$ cat src/sv/tmpq_pkg.sv
// ----------------------------------------------------------------------------
// tmpq_pkg
// Shared types, codes and defaults of the two-mode priority job queue.
// ----------------------------------------------------------------------------
package tmpq_pkg;

   // Defaults for the top-level parameters.
   localparam int DEFAULT_QUEUE_DEPTH = 16;
   localparam int DEFAULT_TAG_BITS    = 16;

   // Fixed field widths.
   localparam int SEQ_BITS       = 32;
   localparam int OUT_TAG_BITS   = 16;
   localparam int KIND_BITS      = 2;
   localparam int CLASS_BITS     = 3;
   localparam int OCC_BITS       = 5;
   localparam int STATUS_BITS    = 2;
   localparam int FLAG_BITS      = 7;
   localparam int REQ_TDATA_BITS = 32;
   localparam int RSP_TDATA_BITS = 64;

   // Request opcodes.
   localparam logic OP_ENQUEUE = 1'b0;
   localparam logic OP_DEQUEUE = 1'b1;

   // Job kinds.
   localparam logic [KIND_BITS-1:0] KIND_QUERY   = 2'd0;
   localparam logic [KIND_BITS-1:0] KIND_FORWARD = 2'd1;
   localparam logic [KIND_BITS-1:0] KIND_INSERT  = 2'd2;
   localparam logic [KIND_BITS-1:0] KIND_DELETE  = 2'd3;

   // Priority classes, most urgent first.
   localparam logic [CLASS_BITS-1:0] CLASS_UPDATE = 3'd0;
   localparam logic [CLASS_BITS-1:0] CLASS_ZIP    = 3'd1;
   localparam logic [CLASS_BITS-1:0] CLASS_BOUND  = 3'd2;
   localparam logic [CLASS_BITS-1:0] CLASS_AREA   = 3'd3;
   localparam logic [CLASS_BITS-1:0] CLASS_PLAIN  = 3'd4;

   // Response status codes.
   localparam logic [STATUS_BITS-1:0] ST_ENQUEUED = 2'd0;
   localparam logic [STATUS_BITS-1:0] ST_FULL     = 2'd1;
   localparam logic [STATUS_BITS-1:0] ST_RETURNED = 2'd2;
   localparam logic [STATUS_BITS-1:0] ST_EMPTY    = 2'd3;

   // Bit positions of the presence flags inside the flag vector.
   localparam int FLAG_ZIP     = 0;
   localparam int FLAG_LAT_MIN = 1;
   localparam int FLAG_LAT_MAX = 2;
   localparam int FLAG_LON_MIN = 3;
   localparam int FLAG_LON_MAX = 4;
   localparam int FLAG_BOROUGH = 5;
   localparam int FLAG_AGENCY  = 6;

   typedef enum logic [1:0] {
      S_IDLE,
      S_ENQ,
      S_SCAN,
      S_DEQ
   } ctrl_state_type;

   // Commands from the controller to the datapath.
   typedef struct packed {
      logic load_req;
      logic enq_commit;
      logic scan_start;
      logic scan_step;
      logic deq_commit;
   } dp_cmd_type;

   // Status from the datapath to the controller.
   typedef struct packed {
      logic rsp_free;
      logic scan_done;
   } dp_sts_type;

endpackage

$ cat src/sv/tmpq_ctrl.sv
// ----------------------------------------------------------------------------
// tmpq_ctrl
// Sequencer of the job queue: takes one request, runs an enqueue or a
// dequeue scan, and commits the result once the response register is free.
// ----------------------------------------------------------------------------
module tmpq_ctrl (
   input  logic                   clock,
   input  logic                   reset,
   input  logic                   req_tvalid,
   input  logic                   req_opcode,
   output logic                   req_tready,
   output tmpq_pkg::dp_cmd_type   cmd,
   input  tmpq_pkg::dp_sts_type   sts
);
   import tmpq_pkg::*;

   ctrl_state_type state_ff;
   ctrl_state_type state_in;

   always_ff @(posedge clock) begin
      if (reset) begin
         state_ff <= S_IDLE;
      end else begin
         state_ff <= state_in;
      end
   end

   always_comb begin
      state_in   = state_ff;
      cmd        = '0;
      req_tready = 1'b0;
      unique case (state_ff)
         S_IDLE: begin
            req_tready = 1'b1;
            if (req_tvalid) begin
               cmd.load_req = 1'b1;
               if (req_opcode == OP_DEQUEUE) begin
                  cmd.scan_start = 1'b1;
                  state_in       = S_SCAN;
               end else begin
                  state_in = S_ENQ;
               end
            end
         end
         S_ENQ: begin
            if (sts.rsp_free) begin
               cmd.enq_commit = 1'b1;
               state_in       = S_IDLE;
            end
         end
         S_SCAN: begin
            if (sts.scan_done) begin
               state_in = S_DEQ;
            end else begin
               cmd.scan_step = 1'b1;
            end
         end
         S_DEQ: begin
            if (sts.rsp_free) begin
               cmd.deq_commit = 1'b1;
               state_in       = S_IDLE;
            end
         end
         default: begin
            state_in = S_IDLE;
         end
      endcase
   end

endmodule

$ cat src/sv/tmpq_dp.sv
// ----------------------------------------------------------------------------
// tmpq_dp
// Datapath of the job queue: request register, entry memory with valid bits,
// sequence counter, minimum search over the entries and response register.
// ----------------------------------------------------------------------------
module tmpq_dp #(
   parameter int QUEUE_DEPTH = tmpq_pkg::DEFAULT_QUEUE_DEPTH,
   parameter int TAG_BITS    = tmpq_pkg::DEFAULT_TAG_BITS
) (
   input  logic                                   clock,
   input  logic                                   reset,
   input  tmpq_pkg::dp_cmd_type                   cmd,
   output tmpq_pkg::dp_sts_type                   sts,
   input  logic                                   csr_wen,
   input  logic                                   csr_wdata,
   input  logic [tmpq_pkg::KIND_BITS-1:0]         req_job_kind,
   input  logic [tmpq_pkg::OUT_TAG_BITS-1:0]      req_job_tag,
   input  logic [tmpq_pkg::FLAG_BITS-1:0]         req_flags,
   output logic                                   rsp_valid,
   input  logic                                   rsp_ready,
   output logic [tmpq_pkg::STATUS_BITS-1:0]       rsp_status,
   output logic [tmpq_pkg::OUT_TAG_BITS-1:0]      rsp_tag,
   output logic [tmpq_pkg::KIND_BITS-1:0]         rsp_kind,
   output logic [tmpq_pkg::CLASS_BITS-1:0]        rsp_class,
   output logic [tmpq_pkg::SEQ_BITS-1:0]          rsp_sequence,
   output logic [tmpq_pkg::OCC_BITS-1:0]          rsp_occupancy
);
   import tmpq_pkg::*;

   // Only the tag bits that fit both the input field and TAG_BITS are kept.
   localparam int TW    = (TAG_BITS < OUT_TAG_BITS) ? TAG_BITS : OUT_TAG_BITS;
   localparam int IDX_W = (QUEUE_DEPTH > 1) ? $clog2(QUEUE_DEPTH) : 1;
   localparam int CNT_W = $clog2(QUEUE_DEPTH + 1);
   localparam logic [CNT_W-1:0] DEPTH_CNT = CNT_W'(QUEUE_DEPTH);

   typedef struct packed {
      logic [CLASS_BITS-1:0] cls;
      logic [SEQ_BITS-1:0]   seq;
      logic [KIND_BITS-1:0]  kind;
      logic [TW-1:0]         tag;
   } entry_type;

   function automatic logic [CLASS_BITS-1:0] job_class(
      input logic [KIND_BITS-1:0] kind,
      input logic [FLAG_BITS-1:0] flags
   );
      logic [CLASS_BITS-1:0] cls;
      if (kind == KIND_INSERT || kind == KIND_DELETE) begin
         cls = CLASS_UPDATE;
      end else if (flags[FLAG_ZIP]) begin
         cls = CLASS_ZIP;
      end else if (flags[FLAG_LAT_MIN] || flags[FLAG_LAT_MAX] ||
                   flags[FLAG_LON_MIN] || flags[FLAG_LON_MAX]) begin
         cls = CLASS_BOUND;
      end else if (flags[FLAG_BOROUGH] || flags[FLAG_AGENCY]) begin
         cls = CLASS_AREA;
      end else begin
         cls = CLASS_PLAIN;
      end
      return cls;
   endfunction

   // Configuration.
   logic fifo_mode_ff;

   // Latched request.
   entry_type req_ff;

   // Queue state.
   entry_type              mem [QUEUE_DEPTH];
   logic [QUEUE_DEPTH-1:0] valid_ff;
   logic [CNT_W-1:0]       count_ff;
   logic [SEQ_BITS-1:0]    next_seq_ff;

   // Scan state.
   logic [CNT_W-1:0] scan_cnt_ff;
   logic             cmp_vld_ff;
   logic [IDX_W-1:0] cmp_idx_ff;
   entry_type        rd_data_ff;
   logic             best_found_ff;
   logic [IDX_W-1:0] best_idx_ff;
   entry_type        best_ff;

   // Response register.
   logic                   rsp_valid_ff;
   logic [STATUS_BITS-1:0] rsp_status_ff;
   logic [OUT_TAG_BITS-1:0] rsp_tag_ff;
   logic [KIND_BITS-1:0]   rsp_kind_ff;
   logic [CLASS_BITS-1:0]  rsp_class_ff;
   logic [SEQ_BITS-1:0]    rsp_seq_ff;
   logic [OCC_BITS-1:0]    rsp_occ_ff;

   logic             full;
   logic [IDX_W-1:0] free_idx;
   logic             rsp_free;
   logic [SEQ_BITS-1:0] seq_diff;
   logic             cand_first;
   logic             take;
   logic [CNT_W-1:0] count_up;
   logic [CNT_W-1:0] count_down;

   assign full       = (count_ff == DEPTH_CNT);
   assign rsp_free   = !rsp_valid_ff || rsp_ready;
   assign count_up   = count_ff + CNT_W'(1);
   assign count_down = count_ff - CNT_W'(1);

   // Lowest-numbered free entry.
   always_comb begin
      free_idx = '0;
      for (int i = QUEUE_DEPTH - 1; i >= 0; i--) begin
         if (!valid_ff[i]) begin
            free_idx = IDX_W'(i);
         end
      end
   end

   // Ordering of the candidate against the best entry so far. Sequence
   // numbers compare with wraparound through the sign of their difference.
   assign seq_diff = rd_data_ff.seq - best_ff.seq;
   always_comb begin
      if (!fifo_mode_ff && (rd_data_ff.cls != best_ff.cls)) begin
         cand_first = (rd_data_ff.cls < best_ff.cls);
      end else begin
         cand_first = seq_diff[SEQ_BITS-1];
      end
   end
   assign take = cmp_vld_ff && valid_ff[cmp_idx_ff] && (!best_found_ff || cand_first);

   assign sts.rsp_free  = rsp_free;
   assign sts.scan_done = (scan_cnt_ff == DEPTH_CNT) && !cmp_vld_ff;

   // Control state.
   always_ff @(posedge clock) begin
      if (reset) begin
         fifo_mode_ff  <= 1'b1;
         valid_ff      <= '0;
         count_ff      <= '0;
         next_seq_ff   <= '0;
         scan_cnt_ff   <= '0;
         cmp_vld_ff    <= 1'b0;
         best_found_ff <= 1'b0;
         rsp_valid_ff  <= 1'b0;
      end else begin
         if (csr_wen) begin
            fifo_mode_ff <= csr_wdata;
         end

         if (cmd.scan_start) begin
            scan_cnt_ff   <= '0;
            cmp_vld_ff    <= 1'b0;
            best_found_ff <= 1'b0;
         end else if (cmd.scan_step) begin
            if (scan_cnt_ff != DEPTH_CNT) begin
               scan_cnt_ff <= scan_cnt_ff + CNT_W'(1);
               cmp_vld_ff  <= 1'b1;
            end else begin
               cmp_vld_ff <= 1'b0;
            end
            if (take) begin
               best_found_ff <= 1'b1;
            end
         end

         if (cmd.enq_commit && !full) begin
            valid_ff[free_idx] <= 1'b1;
            count_ff           <= count_up;
            next_seq_ff        <= next_seq_ff + SEQ_BITS'(1);
         end
         if (cmd.deq_commit && best_found_ff) begin
            valid_ff[best_idx_ff] <= 1'b0;
            count_ff              <= count_down;
         end

         if (cmd.enq_commit || cmd.deq_commit) begin
            rsp_valid_ff <= 1'b1;
         end else if (rsp_ready) begin
            rsp_valid_ff <= 1'b0;
         end
      end
   end

   // Payload registers and the entry memory.
   always_ff @(posedge clock) begin
      if (cmd.load_req) begin
         req_ff.cls  <= job_class(req_job_kind, req_flags);
         req_ff.seq  <= '0;
         req_ff.kind <= req_job_kind;
         req_ff.tag  <= TW'(req_job_tag);
      end

      if (cmd.enq_commit && !full) begin
         mem[free_idx] <= '{cls: req_ff.cls, seq: next_seq_ff,
                            kind: req_ff.kind, tag: req_ff.tag};
      end

      if (cmd.scan_step && (scan_cnt_ff != DEPTH_CNT)) begin
         rd_data_ff <= mem[scan_cnt_ff[IDX_W-1:0]];
         cmp_idx_ff <= scan_cnt_ff[IDX_W-1:0];
      end

      if (cmd.scan_step && take) begin
         best_ff     <= rd_data_ff;
         best_idx_ff <= cmp_idx_ff;
      end

      if (cmd.enq_commit) begin
         rsp_tag_ff   <= OUT_TAG_BITS'(req_ff.tag);
         rsp_kind_ff  <= req_ff.kind;
         rsp_class_ff <= req_ff.cls;
         if (full) begin
            rsp_status_ff <= ST_FULL;
            rsp_seq_ff    <= '0;
            rsp_occ_ff    <= OCC_BITS'(count_ff);
         end else begin
            rsp_status_ff <= ST_ENQUEUED;
            rsp_seq_ff    <= next_seq_ff;
            rsp_occ_ff    <= OCC_BITS'(count_up);
         end
      end else if (cmd.deq_commit) begin
         if (best_found_ff) begin
            rsp_status_ff <= ST_RETURNED;
            rsp_tag_ff    <= OUT_TAG_BITS'(best_ff.tag);
            rsp_kind_ff   <= best_ff.kind;
            rsp_class_ff  <= best_ff.cls;
            rsp_seq_ff    <= best_ff.seq;
            rsp_occ_ff    <= OCC_BITS'(count_down);
         end else begin
            rsp_status_ff <= ST_EMPTY;
            rsp_tag_ff    <= '0;
            rsp_kind_ff   <= '0;
            rsp_class_ff  <= '0;
            rsp_seq_ff    <= '0;
            rsp_occ_ff    <= OCC_BITS'(count_ff);
         end
      end
   end

   assign rsp_valid     = rsp_valid_ff;
   assign rsp_status    = rsp_status_ff;
   assign rsp_tag       = rsp_tag_ff;
   assign rsp_kind      = rsp_kind_ff;
   assign rsp_class     = rsp_class_ff;
   assign rsp_sequence  = rsp_seq_ff;
   assign rsp_occupancy = rsp_occ_ff;

endmodule

$ cat src/sv/two_mode_priority_job_queue.sv
// ----------------------------------------------------------------------------
// two_mode_priority_job_queue
// Bounded job queue that hands out jobs by class and age, or by age alone.
// ----------------------------------------------------------------------------
// Each request either enqueues a job or dequeues the next one, and each
// request produces exactly one response. An enqueued job is stored in the
// lowest free slot with a running 32-bit sequence number and a class derived
// from its kind and query flags (insert or delete 0, zip code 1, any lat or
// lon bound 2, borough or agency 3, otherwise 4). A dequeue returns the stored
// job with the smallest key: in FIFO mode (csr_wdata written as 1, the reset
// value) the key is the sequence number alone, otherwise the class with ties
// going to the older job; sequence numbers compare with wraparound, and a
// full tie goes to the lower slot. The mode applies at the time of the
// dequeue, so changing it reorders jobs already stored. The mode register is
// written with csr_wen and should be changed only while the block is idle.
// The block works on one request at a time. An enqueue's response is
// registered when S_ENQ commits it, and the next request is taken in S_IDLE
// after that, so the block takes no new request before the last is done. A
// dequeue first runs a search in S_SCAN, which reads the entry memory through
// its single read port, one slot per cycle, and compares each slot against
// the best candidate so far; S_DEQ then registers the response. The
// response sits in an output register; a new request is accepted while it
// waits, and the next result is committed once that register is free.
// ----------------------------------------------------------------------------
module two_mode_priority_job_queue #(
   parameter int QUEUE_DEPTH = tmpq_pkg::DEFAULT_QUEUE_DEPTH,
   parameter int TAG_BITS    = tmpq_pkg::DEFAULT_TAG_BITS
) (
   input  logic                                  clock,
   input  logic                                  reset,
   // Request channel.
   input  logic                                  req_tvalid,
   output logic                                  req_tready,
   // tdata, from bit 0: job_kind[1:0], job_tag[17:2], has_zip[18],
   // lat_lo[19], lat_hi[20], lon_lo[21], lon_hi[22],
   // has_borough[23], has_agency[24], zero fill [31:25].
   input  logic [tmpq_pkg::REQ_TDATA_BITS-1:0]   req_tdata,
   // tuser: opcode (0 enqueue, 1 dequeue).
   input  logic                                  req_tuser,
   // Response channel.
   output logic                                  rsp_tvalid,
   input  logic                                  rsp_tready,
   // tdata, from bit 0: out_tag[15:0], out_kind[17:16], out_class[20:18],
   // out_sequence[52:21], occupancy[57:53], zero fill [63:58].
   output logic [tmpq_pkg::RSP_TDATA_BITS-1:0]   rsp_tdata,
   // tuser: status[1:0].
   output logic [tmpq_pkg::STATUS_BITS-1:0]      rsp_tuser,
   // Configuration: fifo_mode.
   input  logic                                  csr_wen,
   input  logic                                  csr_wdata
);
   import tmpq_pkg::*;

   dp_cmd_type cmd;
   dp_sts_type sts;

   logic [KIND_BITS-1:0]    req_job_kind;
   logic [OUT_TAG_BITS-1:0] req_job_tag;
   logic [FLAG_BITS-1:0]    req_flags;

   logic [STATUS_BITS-1:0]  rsp_status;
   logic [OUT_TAG_BITS-1:0] rsp_tag;
   logic [KIND_BITS-1:0]    rsp_kind;
   logic [CLASS_BITS-1:0]   rsp_class;
   logic [SEQ_BITS-1:0]     rsp_sequence;
   logic [OCC_BITS-1:0]     rsp_occupancy;

   // Unpack the request; the flag vector keeps the tdata order.
   assign req_job_kind = req_tdata[1:0];
   assign req_job_tag  = req_tdata[17:2];
   assign req_flags    = req_tdata[24:18];

   tmpq_ctrl u_ctrl (
      .clock      (clock),
      .reset      (reset),
      .req_tvalid (req_tvalid),
      .req_opcode (req_tuser),
      .req_tready (req_tready),
      .cmd        (cmd),
      .sts        (sts)
   );

   tmpq_dp #(
      .QUEUE_DEPTH (QUEUE_DEPTH),
      .TAG_BITS    (TAG_BITS)
   ) u_dp (
      .clock         (clock),
      .reset         (reset),
      .cmd           (cmd),
      .sts           (sts),
      .csr_wen       (csr_wen),
      .csr_wdata     (csr_wdata),
      .req_job_kind  (req_job_kind),
      .req_job_tag   (req_job_tag),
      .req_flags     (req_flags),
      .rsp_valid     (rsp_tvalid),
      .rsp_ready     (rsp_tready),
      .rsp_status    (rsp_status),
      .rsp_tag       (rsp_tag),
      .rsp_kind      (rsp_kind),
      .rsp_class     (rsp_class),
      .rsp_sequence  (rsp_sequence),
      .rsp_occupancy (rsp_occupancy)
   );

   // Pack the response.
   assign rsp_tuser = rsp_status;
   assign rsp_tdata = {6'd0, rsp_occupancy, rsp_sequence, rsp_class, rsp_kind, rsp_tag};

   // Only one request is in flight: the cycle after an acceptance the block
   // is busy with it.
   a_one_in_flight: assert property (
      @(posedge clock) disable iff (reset)
      (req_tvalid && req_tready) |=> !req_tready
   ) else $error("request accepted while another is in progress");

   // A refused enqueue only happens with every slot taken.
   a_full_occupancy: assert property (
      @(posedge clock) disable iff (reset)
      (rsp_tvalid && rsp_tuser == ST_FULL) |-> (rsp_occupancy == OCC_BITS'(QUEUE_DEPTH))
   ) else $error("full status with queue not full");

   // An empty dequeue reports an empty queue and a blank job.
   a_empty_blank: assert property (
      @(posedge clock) disable iff (reset)
      (rsp_tvalid && rsp_tuser == ST_EMPTY) |->
         (rsp_occupancy == '0 && rsp_sequence == '0 && rsp_tag == '0)
   ) else $error("empty status with nonzero fields");

   // Every reported class is a defined priority class.
   a_class_range: assert property (
      @(posedge clock) disable iff (reset)
      rsp_tvalid |-> (rsp_class <= CLASS_PLAIN)
   ) else $error("response carries an undefined class");

endmodule

$ cat config.mk
export PLATFORM = sky130hd
export DESIGN_NAME = two_mode_priority_job_queue
export DESIGN_NICKNAME = d
export VERILOG_FILES = /design/src/sv/tmpq_pkg.sv /design/src/sv/tmpq_ctrl.sv /design/src/sv/tmpq_dp.sv /design/src/sv/two_mode_priority_job_queue.sv
export SDC_FILE = /design/constraint.sdc
export NUM_CORES = 1
export LEC_CHECK = 0
export BUFFER_PORTS_ARGS = -buffer_cell sky130_fd_sc_hd__buf_2
export CAP_MARGIN = 20
export CORE_MARGIN = 2
export CORE_UTILIZATION = 65
export DETAILED_ROUTE_END_ITERATION = 8
export GPL_ROUTABILITY_DRIVEN = 0
export PLACE_DENSITY = 0.83
export SYNTH_ARGS = -nofsm -noshare
export SYNTH_HDL_FRONTEND = slang
export SYNTH_SLANG_ARGS = --single-unit
$ cat constraint.sdc
create_clock -name clock -period 18 [get_ports clock]
set_clock_uncertainty 0.2 [all_clocks]
set_input_delay 1.8 -clock clock [delete_from_list [all_inputs] [get_ports clock]]
set_output_delay 1.8 -clock clock [all_outputs]
set_load 0.02 [all_outputs]
==> impl_results.md, run 1 <==
- DP Wirelength: 49.84 mm
- Synth Cell Area: around 0.042 mm2
- Fin crit period: ~5.3 ns
- # DRC: 0
- Post-synthesis xor/xnor area fraction: less than 1%
- Final std cells w/o fill: between 3000 and 4000
- Number of synthesized flops with an enable pin: roughly 1000
- Drt pass-1 iters: 6
- Yosys top cell by area: edfxtp_1
- Cell Rows: 93
- Final Cycle Share: between 20 and 30%
- CTS tree: built
- Fmax: between 150 and 200 MHz
- PostCTS Resize Cnt: 0
- Clock-pin slew on the worst setup and hold paths: roughly 0.06 ns
- CTS Buffer Depth: 3
- DRT Wirelength: just over 100 mm
- CP required: between 15 and 20 ns
- Avg Inst Size Synth: approximately 21 um2
- Clk_lat worst skew: about 0.67 ns
- Worst-Margin Slew: ~1.2 ns
- Critical-path cell list: buf_2, nor2b_1, clkbuf_8, nor4_4, buf_4, o21ai_0, nor2_4, buf_4
- ANT nets after route: 0
- Synth Area in Compound Gates: around 2.0%
- Post-Synth Adder-Cell Area: 1.122%
- Mux share of post-synthesis cell area: between 10% and 20%
- Max-Cap Viols: 0
- Final Max Tran Viols: 0
- Routed WL per cell: 32.23 um
- Worst VDD drop: between 0.00009 and 0.0001 V
- Commonest non-fill, non-tap cell in the layout: edfxtp_1
- CTS HTree Levels: 3
- Yosys warnings: 0
- Initial DRC count: 2820
- Top cells by area, synth: edfxtp_1, mux4_2, dfxtp_1
- First-pass GRT wire length: ~150 mm
- Power Density: roughly 110 mW/mm2
- DR vias: 21720
- Num CTS Buffers: 102
- # diodes: 0
- Setup-failing EPs final: 0
- # IOs: 107
- RSZ-0062 raised after global routing: no
- Number of I/O port buffers: slightly above 90
- Critical Path Most Common Cell: buf_4
- Filler Cell Count: approximately 3400
- Cell count after synthesis: about 2000
- GRT Total Usage: ~30%
- Postcts setup bufs: 0
- Area growth, synth to finish: 12.17%
- Share of cells above drive strength 1: 25.88%
- Grt total ovfl: 0
- Vias in the first global route: around 23000
- Critical path's largest stage delay: 0.90 ns
- Unique masters post-synth: between 50 and 60
- Top FF cell, synth: edfxtp_1
- Largest family of logic cells by synthesized area: multiplexers
- Vias per inst: a little under 7
- Number of cells after detailed placement: between 2000 and 3000
- Final Hold Fails: 0
- Cts hold-fix bufs: 0
- Status: finished clean
- Initial core utilization: approximately 66%
- Post-synthesis register bit count: ~1100
- Die W: around 260 um
- Setup_tns: 0 ns
- Startpoint types: input pin
- Chip height: ~260 um
- Slew headroom: 22.10%
- Worst hold path type: flip-flop to flip-flop
- WS Path Type: input pin to flip-flop
- CP Buf/Inv Count: 4
- CTS root buf: clkbuf_16
- Ys async rst share: 0%
- Largest net degree at the start of global routing: 100
- Layout Nets: 2271
- Core ar.: between 0.06 and 0.07 mm2
- Die ar.: ~0.067 mm2
- Most frequent cells in the layout: edfxtp_1, mux4_2, nand2_1, clkbuf_16, buf_2
- Slowest stage cell, crit path: nor2_4
- CP Capture Type: flip-flop
- Worst-path maximum fanout: 51
- Total clock sinks: 1107
- Post-Synth Simple-Gate Area: 3.491%
- Lkg Pwr: ~0.015 uW
- Initial antenna violation count: 1
- CP top delay family: buffers and inverters
- Critical Path AT: roughly 5.3 ns
- Seq/Total Area, Yosys: about 77%
- Area share of the largest cell type after synthesis: 73.93%
-- state kept, by name, indices dropped and copies added, names as in the netlist, 16 cells and up --
signal	cells
u_dp.mem	848
u_dp.best_ff	53
u_dp.rd_data_ff	53
u_dp.next_seq_ff	32
u_dp.rsp_sequence	32
u_dp.req_ff	21
u_dp.rsp_tag	16
u_dp.valid_ff	16
-- layer usage --
| layer | wire length (um) | track usage (%) | up-vias |
|---|---|---|---|
| met5 | 11 | 0 | - |
| met2 | 50570 | 50.05 | 1632 |
| met3 | 10630 | 6.034 | 326 |
| met4 | 4506 | 14.54 | 2 |
| li1 | - | - | 8662 |
| met1 | 35320 | 41.41 | 11100 |
-- cell usage after synthesis (2+ instances only) --
library cell     n
and2_1           4
a311oi_1         4
a31oi_1          6
dfxtp_1         64
a21o_1           2
o22ai_1          2
o21ai_0         53
buf_4            6
and3_1          11
o21a_1           7
a211oi_1         9
nor3_1          11
buf_1           14
edfxtp_1      1043
a21oi_1         39
clkbuf_1        49
nor4_4           2
inv_1           48
a31o_2           2
a22o_1           2
nand2_1        105
nand2b_1         2
a211o_1          3
a221oi_1         3
nor2b_1          9
and4_1           4
xnor2_1          7
nand4_1         19
nor4_1           4
or3_1           11
nand3_1         42
xor2_1          27
buf_2           23
ha_1            38
mux4_2         270
nor2_1          79
o211ai_1         3
-- worst paths after layout --
kind                       startpoint          endpoint  slack (ns)  cells past startpoint
hold reg to reg   u_dp.rd_data_ff[11]  u_dp.best_ff[11]        0.22                      0
setup reg to reg     u_dp.count_ff[0]   u_dp.mem[0][41]       13.04                      8
setup / recovery           rsp_tready   u_dp.mem[0][41]       12.74                      8
hold / removal    u_dp.rd_data_ff[11]  u_dp.best_ff[11]        0.22                      0
-- metrics by stage --
stage                     cell area, um2  total power (uW)  utilization, %  hold slack [ns]  worst slack [ns]
after global routing               47520              5400           73.71           0.2291             12.69
after floorplan                    42380              3016               -           0.2003             9.327
after detailed placement           43990              3072           68.24           0.2121             12.26
final                              47520              5288           73.71           0.2246             12.74
after CTS                          47500              5304           73.69           0.2235             12.80
after global placement             43990              3062           68.24           0.2046             12.40
-- cell type report --
| cell class | instances | area, um2 | area share [%] |
|---|---|---|---|
| clock buffer | 138 | 2820 | 5.935 |
| clock inverter | 52 | 695.7 | 1.464 |
| inverter | 49 | 183.9 | 0.3871 |
| multi-input combinational | 798 | 9325 | 19.62 |
| sequential | 1107 | 32620 | 68.64 |
| tap | 855 | 1070 | 2.251 |
| timing repair buffer | 136 | 807.0 | 1.698 |
-- logic make-up (layout without fill, tap and decap cells) --
kind of cell | Yosys count | in the layout
DFF | 1107 | 1107
and+or+nand+nor | 309 | 309
muxes | 271 | 271
buffers and inverters | 141 | 375
AOI/OAI and AO/OA | 140 | 140
adders and majority gates | 38 | 38
xor gates and xnor gates | 34 | 34
other | 1 | 6
-- power breakdown --
group	leakage, uW	switching [uW]	internal, uW	total [uW]
registers	0.00995	32.6	2830	2860
clock network	0.00171	935	1330	2270
logic	0.00332	93.3	66.7	160
total	0.0150	1060	4230	5290
Note: power is estimated with default switching activity, not from simulation.
==> run 2, diff against run 1 <==
--- a/config.mk
+++ b/config.mk
@@ -8,10 +8,10 @@
 export BUFFER_PORTS_ARGS = -buffer_cell sky130_fd_sc_hd__buf_2
 export CAP_MARGIN = 20
 export CORE_MARGIN = 2
-export CORE_UTILIZATION = 65
+export CORE_UTILIZATION = 62
 export DETAILED_ROUTE_END_ITERATION = 8
 export GPL_ROUTABILITY_DRIVEN = 0
-export PLACE_DENSITY = 0.83
+export PLACE_DENSITY = 0.8
 export SYNTH_ARGS = -nofsm -noshare
 export SYNTH_HDL_FRONTEND = slang
 export SYNTH_SLANG_ARGS = --single-unit
==> constraint.sdc (replaced) <==
create_clock -name clock -period 5 [get_ports clock]
set_clock_uncertainty 0.2 [all_clocks]
set_input_delay 0.5 -clock clock [delete_from_list [all_inputs] [get_ports clock]]
set_output_delay 0.5 -clock clock [all_outputs]
set_load 0.02 [all_outputs]
==> run 2 against run 1 <==
Cell count is 1.5% higher. Combinational power grew to 3.7 times the previous value. Sequential cell count stayed put. Sequential share of layout area is 0.41 points lower. Die area is 4.8% higher. Count of clock-buffer cells in the layout is 5 lower. Largest power group unchanged.
==> impl_results.md, run 2 (synthesis results as in run 1) <==
- CTS Buffer Depth: 3
- Clock-pin slew on the worst setup and hold paths: roughly 0.070 ns
- Worst reg-to-reg path cell count: 9
- Drt pass-1 iters: 7
- Worst-Margin Slew: 1.100 ns
- # IOs: between 100 and 150
- Critical Path Most Common Cell: buf_4
- DP Wirelength: slightly below 50 mm
- Die ar.: 0.07043 mm2
- Startpoint types: flip-flop
- CP required: around 5.1 ns
- CP top delay family: simple AND/OR/NAND/NOR gates
- Slew headroom: 26.50%
- Filler Cell Count: between 3000 and 4000
- Largest net degree at the start of global routing: between 100 and 150
- ANT nets after route: 0
- Final Hold Fails: 0
- Max-Cap Viols: 0
- CP Capture Type: flip-flop
- Initial core utilization: 62.86%
- Setup-failing EPs final: 0
- Cell depth of the worst setup path: 9
- Vias per inst: 6.788
- Grt total ovfl: 0
- Worst hold path type: input pin to flip-flop
- # DRC: 0
- Clk_lat worst skew: 0.68 ns
- Final Cycle Share: 76.90%
- Hold Path Depth: 4
- CTS HTree Levels: 3
- Layout Nets: 2305
- Critical path's largest stage delay: about 0.65 ns
- Postcts setup bufs: 0
- Commonest non-fill, non-tap cell in the layout: edfxtp_1
- GRT Total Usage: roughly 29%
- RSZ-0062 raised after global routing: no
- Share of cells above drive strength 1: between 20% and 30%
- CP Buf/Inv Count: 3
- Fin crit period: 3.845 ns
- Initial antenna violation count: 1
- Final WS setup: 1.155 ns
- Final Max Tran Viols: 0
- Largest register FFs: around 850
- DRT Wirelength: roughly 100 mm
- Worst-path maximum fanout: 16
- Status: finished clean
- Core ar.: around 0.067 mm2
- Initial DRC count: 3098
- Routed WL per cell: roughly 31 um
- Biggest regs: u_dp.mem: 848 flops, u_dp.best_ff: 53 flops, u_dp.rd_data_ff: 53 flops
- Worst VDD drop: 0.0004453 V
- Vias in the first global route: between 20000 and 25000
- Design area: 0.04781 mm2
- Fmax: roughly 260 MHz
- DR vias: approximately 22000
- Num CTS Buffers: approximately 100
- Cell Rows: 95
- Largest register by flop count: u_dp.mem
- CTS tree: built
- Chip height: between 200 and 300 um
- Most frequent cells in the layout: edfxtp_1, mux4_2, clkbuf_16, nand2_1, buf_2
- # diodes: 0
- Area growth, synth to finish: 12.85%
- Die W: between 200 and 300 um
- Critical-path cell list: inv_1, ha_1, and4bb_4, nand2b_1, buf_4, nor2_1, nand3_1, nor2_4, buf_4
- First-pass GRT wire length: ~150 mm
- Dpl cell area: ~0.044 mm2
- Critical Path AT: just under 4 ns
- Power Density: a little under 400 mW/mm2
- Number of I/O port buffers: 93
- Total clock sinks: about 1100
- CTS root buf: clkbuf_16
- Lkg Pwr: roughly 0.015 uW
- Setup slack after placement: about 1.3 ns
- WS Path Type: flip-flop to flip-flop
- Slowest stage cell, crit path: nor2_4
## run 2: per-stage QoR
stage               utilization (%)  setup TNS, ns  cells  power, uW  hold WS [ns]
finish                        70.93              0   3183      18650       0.07336
global route                  70.93              0   3183      19090       0.09296
CTS                           70.90              0   3182      18700       0.05020
detailed placement            65.60              0   2971      11060        0.2045
global placement              65.60              0   2971      11030        0.2017
floorplan                         -        -144.19   2046      10860        0.2003
## run 2: metal layers
layer | track usage [%] | wire [um] | share of wire (%)
met5 | 0 | 13 | 0.013
met4 | 10.70 | 3033 | 3.0
met3 | 4.879 | 10030 | 10
met2 | 47.29 | 50450 | 51
met1 | 39.61 | 36170 | 36
## run 2: worst paths after layout
kind / endpoint / slack (ns) / from
worst max-delay path: u_dp.mem[13][38] / 1.15 / u_dp.count_ff[0]
worst min-delay path: u_dp.req_ff[52] / 0.07 / req_tdata[22]
worst max register to register: u_dp.mem[13][38] / 1.15 / u_dp.count_ff[0]
worst min register to register: u_dp.best_ff[13] / 0.22 / u_dp.rd_data_ff[13]
## run 2: worst min-delay path, cell delays in order
cell and delay (ns):
buf_2 0.07, nor4_1 0.06, nand2_1 0.07, nor3_1 0.06
## run 2: cell type report
class	instances	area, um2	share of cell area [%]
Multi-Input combinational cell	798	9334	19.52
Clock buffer	133	2814	5.886
Sequential cell	1107	32620	68.23
Clock inverter	55	529.3	1.107
Tap cell	873	1092	2.285
Inverter	49	183.9	0.3847
Timing Repair Buffer	168	1236	2.586
## run 2: what timing repair did
| item | 4_1_cts | 5_1_grt |
|---|---|---|
| hold endpoints to repair | 22 | 0 |
| hold buffers | 23 | 0 |
| gates resized for setup | 0 | 0 |
## run 2: power by group
| group | internal [uW] | switching, uW |
|---|---|---|
| logic | 258 | 338 |
| clock network | 4390 | 3370 |
| registers | 10200 | 111 |
